$ cat src/hdl/tbsd_pkg.sv
// ----------------------------------------------------------------------------
// tbsd_pkg
// Shared types and constants for the byte-string deframer.
// ----------------------------------------------------------------------------
package tbsd_pkg;

    localparam int BYTE_W          = 8;
    localparam int LEN_W           = 24;
    localparam int QUEUE_DEPTH_DEF = 4;

    // Marker value that announces a three-byte little-endian length.
    localparam logic [BYTE_W-1:0] LONG_MARKER = 8'd254;

    // One classified input beat as it sits in the front-to-back queue.
    typedef struct packed {
        logic [BYTE_W-1:0] data;
        logic              last;
        logic              long_mark;  // byte equals the long-form marker
        logic [1:0]        short_pad;  // padding owed if this byte is a short marker
    } cls_t;

endpackage

$ cat src/hdl/tl_byte_string_deframer_core.sv
// ----------------------------------------------------------------------------
// tl_byte_string_deframer_core
// Splits a byte stream into length-prefixed byte-string fields.
// ----------------------------------------------------------------------------
// The slave channel takes one buffer byte per beat; s_tlast marks the final
// byte of a buffer. The master channel returns exactly one result beat for
// every input beat, in order. Each result says whether the byte was payload
// (passed on in the low byte of m_tdata), whether it closed a field (with the
// field's payload length), or whether the buffer ended inside a field.
// Payload bytes are forwarded as they arrive, before the field is known to
// be complete, so a consumer must honor the truncated flag.
// Throughput is one beat per cycle: the parser updates its state once per
// byte, so a new beat is taken every cycle while results drain.
// An accepted input beat is registered in the classification queue and then,
// once the parser takes it, in the parser's result register.
// A small queue between the classifier and the parser lets the input keep
// flowing for a few beats while m_tready is low; once it fills, s_tready
// drops until the receiver takes results again. Nothing is lost or repeated.
// Reset (aresetn low, synchronous) empties the queue, drops any pending
// result and returns the parser to expecting a marker byte.
// ----------------------------------------------------------------------------
module tl_byte_string_deframer_core
    import tbsd_pkg::*;
#(
    parameter int QUEUE_DEPTH = QUEUE_DEPTH_DEF
) (
    input  logic              aclk,
    input  logic              aresetn,
    // Input byte stream.
    input  logic              s_tvalid,
    output logic              s_tready,
    input  logic [BYTE_W-1:0] s_tdata,   // [7:0] in_byte
    input  logic              s_tlast,   // last_in_buffer
    // Result stream.
    output logic              m_tvalid,
    input  logic              m_tready,
    output logic [31:0]       m_tdata,   // [7:0] out_byte, [31:8] field_length
    output logic [2:0]        m_tuser    // [0] payload_valid, [1] field_done,
                                         // [2] truncated
);

    // Queue handshake between the front and the parser.
    logic q_valid;
    logic q_ready;
    cls_t q_item;

    // The front tags each byte (long marker, short-form padding) and queues it.
    tbsd_front #(
        .QUEUE_DEPTH (QUEUE_DEPTH)
    ) u_front (
        .aclk     (aclk),
        .aresetn  (aresetn),
        .s_tvalid (s_tvalid),
        .s_tready (s_tready),
        .s_tdata  (s_tdata),
        .s_tlast  (s_tlast),
        .q_valid  (q_valid),
        .q_ready  (q_ready),
        .q_item   (q_item)
    );

    // The back runs the field state machine and owns the result register.
    tbsd_back u_back (
        .aclk     (aclk),
        .aresetn  (aresetn),
        .q_valid  (q_valid),
        .q_ready  (q_ready),
        .q_item   (q_item),
        .m_tvalid (m_tvalid),
        .m_tready (m_tready),
        .m_tdata  (m_tdata),
        .m_tuser  (m_tuser)
    );

`ifndef SYNTHESIS
    // A byte cannot both close a field and report a truncated field.
    a_done_excl_trunc: assert property (@(posedge aclk) disable iff (!aresetn)
        m_tvalid |-> !(m_tuser[1] && m_tuser[2]))
        else $error("field_done and truncated on the same beat");

    // The length is reported only on the beat that closes a field.
    a_len_only_done: assert property (@(posedge aclk) disable iff (!aresetn)
        (m_tvalid && !m_tuser[1]) |-> (m_tdata[31:8] == '0))
        else $error("field_length nonzero without field_done");

    // Non-payload beats carry a zero data byte.
    a_byte_only_payload: assert property (@(posedge aclk) disable iff (!aresetn)
        (m_tvalid && !m_tuser[0]) |-> (m_tdata[7:0] == '0))
        else $error("out_byte nonzero without payload_valid");

    // A result can only appear after the queue has offered a beat.
    a_result_from_queue: assert property (@(posedge aclk) disable iff (!aresetn)
        $rose(m_tvalid) |-> $past(q_valid))
        else $error("result beat without a queued input beat");
`endif

endmodule

$ cat src/hdl/tbsd_front.sv
// ----------------------------------------------------------------------------
// tbsd_front
// Accepts input beats, tags marker properties, and holds them in a queue.
// ----------------------------------------------------------------------------
module tbsd_front
    import tbsd_pkg::*;
#(
    parameter int QUEUE_DEPTH = QUEUE_DEPTH_DEF
) (
    input  logic              aclk,
    input  logic              aresetn,
    input  logic              s_tvalid,
    output logic              s_tready,
    input  logic [BYTE_W-1:0] s_tdata,
    input  logic              s_tlast,
    output logic              q_valid,
    input  logic              q_ready,
    output cls_t              q_item
);

    localparam int PTR_W = (QUEUE_DEPTH > 1) ? $clog2(QUEUE_DEPTH) : 1;
    localparam int CNT_W = $clog2(QUEUE_DEPTH + 1);
    localparam logic [PTR_W-1:0] LAST_PTR = PTR_W'(QUEUE_DEPTH - 1);
    localparam logic [CNT_W-1:0] FULL_CNT = CNT_W'(QUEUE_DEPTH);

    cls_t             mem [QUEUE_DEPTH];
    logic [PTR_W-1:0] wr_ptr_reg, wr_ptr_next;
    logic [PTR_W-1:0] rd_ptr_reg, rd_ptr_next;
    logic [CNT_W-1:0] count_reg, count_next;
    cls_t             cls;
    logic             push;
    logic             pop;

    // Classification: the short-form padding is (3 - len) mod 4.
    always_comb begin
        cls.data      = s_tdata;
        cls.last      = s_tlast;
        cls.long_mark = (s_tdata == LONG_MARKER);
        cls.short_pad = ~s_tdata[1:0];
    end

    assign s_tready = (count_reg != FULL_CNT);
    assign q_valid  = (count_reg != '0);
    assign q_item   = mem[rd_ptr_reg];
    assign push     = s_tvalid && s_tready;
    assign pop      = q_valid && q_ready;

    always_comb begin
        wr_ptr_next = wr_ptr_reg;
        rd_ptr_next = rd_ptr_reg;
        count_next  = count_reg;
        if (push) begin
            wr_ptr_next = (wr_ptr_reg == LAST_PTR) ? '0 : wr_ptr_reg + 1'b1;
        end
        if (pop) begin
            rd_ptr_next = (rd_ptr_reg == LAST_PTR) ? '0 : rd_ptr_reg + 1'b1;
        end
        if (push && !pop) begin
            count_next = count_reg + 1'b1;
        end else if (pop && !push) begin
            count_next = count_reg - 1'b1;
        end
    end

    always_ff @(posedge aclk) begin
        if (!aresetn) begin
            wr_ptr_reg <= '0;
            rd_ptr_reg <= '0;
            count_reg  <= '0;
        end else begin
            wr_ptr_reg <= wr_ptr_next;
            rd_ptr_reg <= rd_ptr_next;
            count_reg  <= count_next;
        end
    end

    always_ff @(posedge aclk) begin
        if (push) begin
            mem[wr_ptr_reg] <= cls;
        end
    end

endmodule

$ cat src/hdl/tbsd_back.sv
// ----------------------------------------------------------------------------
// tbsd_back
// Field parser state machine with a registered result stage.
// ----------------------------------------------------------------------------
module tbsd_back
    import tbsd_pkg::*;
(
    input  logic              aclk,
    input  logic              aresetn,
    input  logic              q_valid,
    output logic              q_ready,
    input  cls_t              q_item,
    output logic              m_tvalid,
    input  logic              m_tready,
    output logic [31:0]       m_tdata,
    output logic [2:0]        m_tuser
);

    localparam logic [1:0] PH_MARKER  = 2'd0;
    localparam logic [1:0] PH_LENGTH  = 2'd1;
    localparam logic [1:0] PH_PAYLOAD = 2'd2;
    localparam logic [1:0] PH_PAD     = 2'd3;

    logic [1:0]        phase_reg, phase_next;
    logic [LEN_W-1:0]  len_reg, len_next;
    logic [1:0]        lbs_reg, lbs_next;
    logic [LEN_W-1:0]  rem_reg, rem_next;
    logic [1:0]        align_reg, align_next;

    logic              valid_reg;
    logic [BYTE_W-1:0] obyte_reg, obyte_next;
    logic              pvalid_reg, pvalid_next;
    logic              done_reg, done_next;
    logic [LEN_W-1:0]  flen_reg, flen_next;
    logic              trunc_reg, trunc_next;

    logic              pop;
    logic [1:0]        pad;
    logic [LEN_W-1:0]  rem_dec;
    logic [BYTE_W-1:0] b;

    assign q_ready = !valid_reg || m_tready;
    assign pop     = q_valid && q_ready;
    assign b       = q_item.data;
    assign rem_dec = rem_reg - 1'b1;

    always_comb begin
        phase_next  = phase_reg;
        len_next    = len_reg;
        lbs_next    = lbs_reg;
        rem_next    = rem_reg;
        align_next  = align_reg;
        pvalid_next = 1'b0;
        obyte_next  = '0;
        done_next   = 1'b0;
        trunc_next  = 1'b0;
        pad         = 2'd0;

        unique case (phase_reg)
            PH_MARKER: begin
                if (q_item.long_mark) begin
                    len_next   = '0;
                    lbs_next   = 2'd0;
                    phase_next = PH_LENGTH;
                end else begin
                    len_next = {{(LEN_W-BYTE_W){1'b0}}, b};
                    pad      = q_item.short_pad;
                end
            end
            PH_LENGTH: begin
                case (lbs_reg)
                    2'd0:    len_next = {len_reg[23:8], len_reg[7:0] | b};
                    2'd1:    len_next = {len_reg[23:16], len_reg[15:8] | b, len_reg[7:0]};
                    2'd2:    len_next = {len_reg[23:16] | b, len_reg[15:0]};
                    default: len_next = len_reg;
                endcase
                lbs_next = lbs_reg + 2'd1;
                if (lbs_reg == 2'd2) begin
                    lbs_next = 2'd0;
                    // Four-byte prefix: padding is (-len) mod 4.
                    pad      = ~len_next[1:0] + 2'd1;
                end
            end
            PH_PAYLOAD: begin
                obyte_next  = b;
                pvalid_next = 1'b1;
                rem_next    = rem_dec;
                if (rem_dec == '0) begin
                    if (align_reg != 2'd0) begin
                        phase_next = PH_PAD;
                    end else begin
                        phase_next = PH_MARKER;
                        done_next  = 1'b1;
                    end
                end
            end
            PH_PAD: begin
                align_next = align_reg - 2'd1;
                if (align_next == 2'd0) begin
                    phase_next = PH_MARKER;
                    done_next  = 1'b1;
                end
            end
            default: begin
                phase_next = PH_MARKER;
            end
        endcase

        // Length just became known: start the body of the field.
        if ((phase_reg == PH_MARKER && !q_item.long_mark) ||
            (phase_reg == PH_LENGTH && lbs_reg == 2'd2)) begin
            align_next = pad;
            rem_next   = len_next;
            if (len_next != '0) begin
                phase_next = PH_PAYLOAD;
            end else if (pad != 2'd0) begin
                phase_next = PH_PAD;
            end else begin
                phase_next = PH_MARKER;
                done_next  = 1'b1;
            end
        end

        // Buffer ended inside an unfinished field.
        if (q_item.last && !done_next) begin
            trunc_next = 1'b1;
            phase_next = PH_MARKER;
            lbs_next   = 2'd0;
            rem_next   = '0;
            align_next = 2'd0;
        end

        flen_next = done_next ? len_next : '0;
    end

    always_ff @(posedge aclk) begin
        if (!aresetn) begin
            phase_reg <= PH_MARKER;
            len_reg   <= '0;
            lbs_reg   <= 2'd0;
            rem_reg   <= '0;
            align_reg <= 2'd0;
            valid_reg <= 1'b0;
        end else begin
            if (pop) begin
                phase_reg <= phase_next;
                len_reg   <= len_next;
                lbs_reg   <= lbs_next;
                rem_reg   <= rem_next;
                align_reg <= align_next;
                valid_reg <= 1'b1;
            end else if (m_tready) begin
                valid_reg <= 1'b0;
            end
        end
    end

    always_ff @(posedge aclk) begin
        if (pop) begin
            obyte_reg  <= obyte_next;
            pvalid_reg <= pvalid_next;
            done_reg   <= done_next;
            flen_reg   <= flen_next;
            trunc_reg  <= trunc_next;
        end
    end

    assign m_tvalid = valid_reg;
    assign m_tdata  = {flen_reg, obyte_reg};
    assign m_tuser  = {trunc_reg, done_reg, pvalid_reg};

endmodule

$ cat config.mk
export PLATFORM = sky130hd
export DESIGN_NAME = tl_byte_string_deframer_core
export DESIGN_NICKNAME = d
export VERILOG_FILES = /design/src/hdl/tbsd_pkg.sv /design/src/hdl/tl_byte_string_deframer_core.sv /design/src/hdl/tbsd_front.sv /design/src/hdl/tbsd_back.sv
export SDC_FILE = /design/constraint.sdc
export NUM_CORES = 1
export LEC_CHECK = 0
export ABC_CLOCK_PERIOD_IN_PS = 6700
export BUFFER_PORTS_ARGS = -buffer_cell sky130_fd_sc_hd__buf_2
export CORE_AREA = 3 3 147 149
export CTS_CLUSTER_SIZE = 8
export DETAILED_ROUTE_END_ITERATION = 8
export DIE_AREA = 0 0 150 152
export PLACE_DENSITY = 0.59
export RECOVER_POWER = 50
export SKIP_LAST_GASP = 1
export SLEW_MARGIN = 20
export SYNTH_ARGS = -nofsm -noshare
export SYNTH_HDL_FRONTEND = slang
export SYNTH_SLANG_ARGS = --single-unit
$ cat constraint.sdc
create_clock -name aclk -period 6.7 [get_ports aclk]
set_clock_uncertainty 0.2 [all_clocks]
set_input_delay 1.675 -clock aclk [delete_from_list [all_inputs] [get_ports aclk]]
set_output_delay 1.675 -clock aclk [all_outputs]
set_load 0.005 [all_outputs]
==> results.cfg <==
[outcome]
status = finished, violations left
violations = capacitance limit, slew limit

[synthesis]
ys_warn_count = 0
synth_flop_cell = edfxtp_1
netlist_area_sq_um = 7060
synth-seq-cells = 147
netlist.area_leader.share = 0.353
synth_edf_count = 83
synth.net_count = 700
syn_inst = 676
ys_seq_area_frac = 0.534
yosysTopAreaCell = edfxtp_1
async_flop_share = 0
postSynthAreaPerCell_sq_um = 10.4
ys_types = 63
synthTopCellsByArea = edfxtp_1 (35%), dfxtp_1 (18%), nor2_1 (4.1%)

[critical_path]
path_buf_inv = 1
crit_path_end_kind = register
required_ns = 6.81
worst_path_largest_cell_delay_ns = 0.82
slowest_stage = o31ai_4
path_delay_family = compound AO/OA/AOI/OAI gates
path_cells = inv_1, ha_1, or3b_2, nor4_2, xnor2_1, or3b_1, or4_4, o31ai_4, a41oi_2, o22ai_1
startpoint_type = register
path_max_fanout = 23
path_class = reg -> reg
critPathArrivalTime_ns = 5.12

[final_layout]
top_register = u_front.mem
postLayoutCoreUtil = 0.396
largest_reg_flops = 48
drive_above_1_share = 0.145
fin_nets = 728
fillCellCount = 2038
synthToLayoutAreaGrowth_pct = 13.9
diodes = 0

[pwr]
peakVddDrop_mv = 0.305
p_per_area_nw_per_um2 = 609
leakage_nw = 2.93

[cts]
post-cts-setup-buffer-count = 0
hold_buffers = 0
cts.sinks = 147
cts_tree = yes
ctsRootBufferMaster = clkbuf_16
cts_resized = 0
clk_pin_slew_worst_paths_ns = 0.06
clock_path_buffers = 2
cts_made_buffers = 17
htreeDepth = 4
clock_latency_ns = 0.42

[die]
initial_utilization = 0.348
dieArea_sq_um = 22800
core_sq_um = 20300
fp-row-count = 52
ioPinCount = 50
die_w_um = 150
die_h_um = 152

[timing]
maxSlewViolCount = 56
max_slew_margin = -0.642
setup_violations = 0
tightest_slew_ns = 2.46
totalNegativeSetupSlack_ns = 0
rsz0062_at_grt = false
post-route-min-period_ns = 5.01
fin_crit_sh = 0.748
fin_ws_ns = 1.69
timing.fmax_ghz = 0.200
hold_viol_final = 0

[routing]
wirelength_mm = 18.1
drt_iter0_drc = 421
ant_nets = 0
drc = 0
vias = 5434
routedWlPerCell_um = 18.4
firstDrtPassIters = 6
routed_via_density = 5.51

[placement]
numPortBuffers = 49
pre_cts_ws_ns = 1.93
dp_hpwl_mm = 12.3
place_congestion = 0.843

[global_route]
grt.total_usage = 0.160
antenna_found_initial = 0
grt_start_max_net_pins = 56
grt_pass1_vias = 5123
grt_overflow = 0
grt_pass1_wl_mm = 28.5

[worst_hold_path]
hold_path_class = reg -> reg

[flow_run]
max_cap_violations = 1
==> worst register-to-register path: cells and delay by family (launching register included) <==
| family | cells | cell delay [ns] |
|---|---|---|
| buf+inv | 1 | 0.14 |
| compound gates | 3 | 1.94 |
| fa+ha+maj | 1 | 0.42 |
| flops | 1 | 0.35 |
| xor+xnor | 1 | 0.12 |
| simple gates | 4 | 1.73 |
==> cell families after synthesis <==
kind of cell / synth area share
adders and majority gates: 0.0206
and+or+nand+nor: 0.189
DFF: 0.534
muxes: 0.0397
buffers and inverters: 0.0441
xor gates and xnor gates: 0.0174
AOI/OAI and AO/OA: 0.155
==> metal layers <==
metal	wire length, um	GRT usage	up-vias
li1	-	-	2565
met5	0	0	-
met4	481	0.0671	0
met2	8460	0.245	183
met1	8150	0.222	2654
met3	1030	0.0295	32
==> cell usage in the layout, fill, tap and decap left out, types with 7 or more instances in the layout <==
cell / instances
a21oi_1: 29
a22oi_1: 18
a31oi_1: 12
a32oi_1: 8
and2_1: 9
buf_2: 32
clkbuf_1: 23
clkbuf_16: 17
dfxtp_1: 64
edfxtp_1: 83
ha_1: 10
inv_1: 27
mux4_2: 12
nand2_1: 68
nand3_1: 11
nand4_1: 9
nor2_1: 76
nor2b_1: 13
nor3_1: 16
nor4_1: 14
o211a_1: 11
o21ai_0: 13
o22ai_1: 16
o22ai_2: 9
or4_1: 7
xnor2_1: 11
==> cells in the mapped netlist, types with 11 or more instances <==
cell / number
edfxtp_1: 83
nor2_1: 77
nand2_1: 68
dfxtp_1: 64
clkbuf_1: 38
a21oi_1: 29
inv_1: 27
a22oi_1: 18
nor3_1: 16
o22ai_1: 16
and2_1: 15
nor4_1: 15
o21ai_0: 14
nor2b_1: 13
a31oi_1: 12
mux4_2: 12
nand3_1: 11
o211a_1: 11
xnor2_1: 11
==> worst paths after layout <==
kind	slack (ns)	depth (start not counted)	start	endpoint
setup / recovery	1.69	10	u_back.rem_reg[0]	u_back.rem_reg[0]
hold / removal	0.29	2	u_back.m_tvalid	u_back.m_tvalid
setup reg to reg	1.69	10	u_back.rem_reg[0]	u_back.rem_reg[0]
hold reg to reg	0.29	2	u_back.m_tvalid	u_back.m_tvalid
==> report_power, final <==
part	switching [mW]	leakage, nW	internal (mW)
logic	1.62	1.35	0.940
registers	0.191	1.31	1.24
clock network	0.357	0.264	0.546
==> per-stage QoR <==
stage	hold slack [ns]	cell area, sq um	instances	power (mW)
floorplan	0.252	7060	676	3.32
global placement	0.265	7510	955	3.97
detailed placement	0.276	7510	955	3.97
CTS	0.287	8060	987	4.90
global route	0.322	8040	987	5.26
finish	0.289	8040	987	4.90
==> layout make-up <==
cell class	instances	area (sq um)	area share
Clock inverter	10	110	0.0137
Tap cell	270	338	0.0420
Clock buffer	22	444	0.0552
Multi-Input combinational cell	453	3000	0.373
Inverter	29	109	0.0135
Timing Repair Buffer	56	273	0.0339
Sequential cell	147	3770	0.469
(Power assumes the default switching activity.)
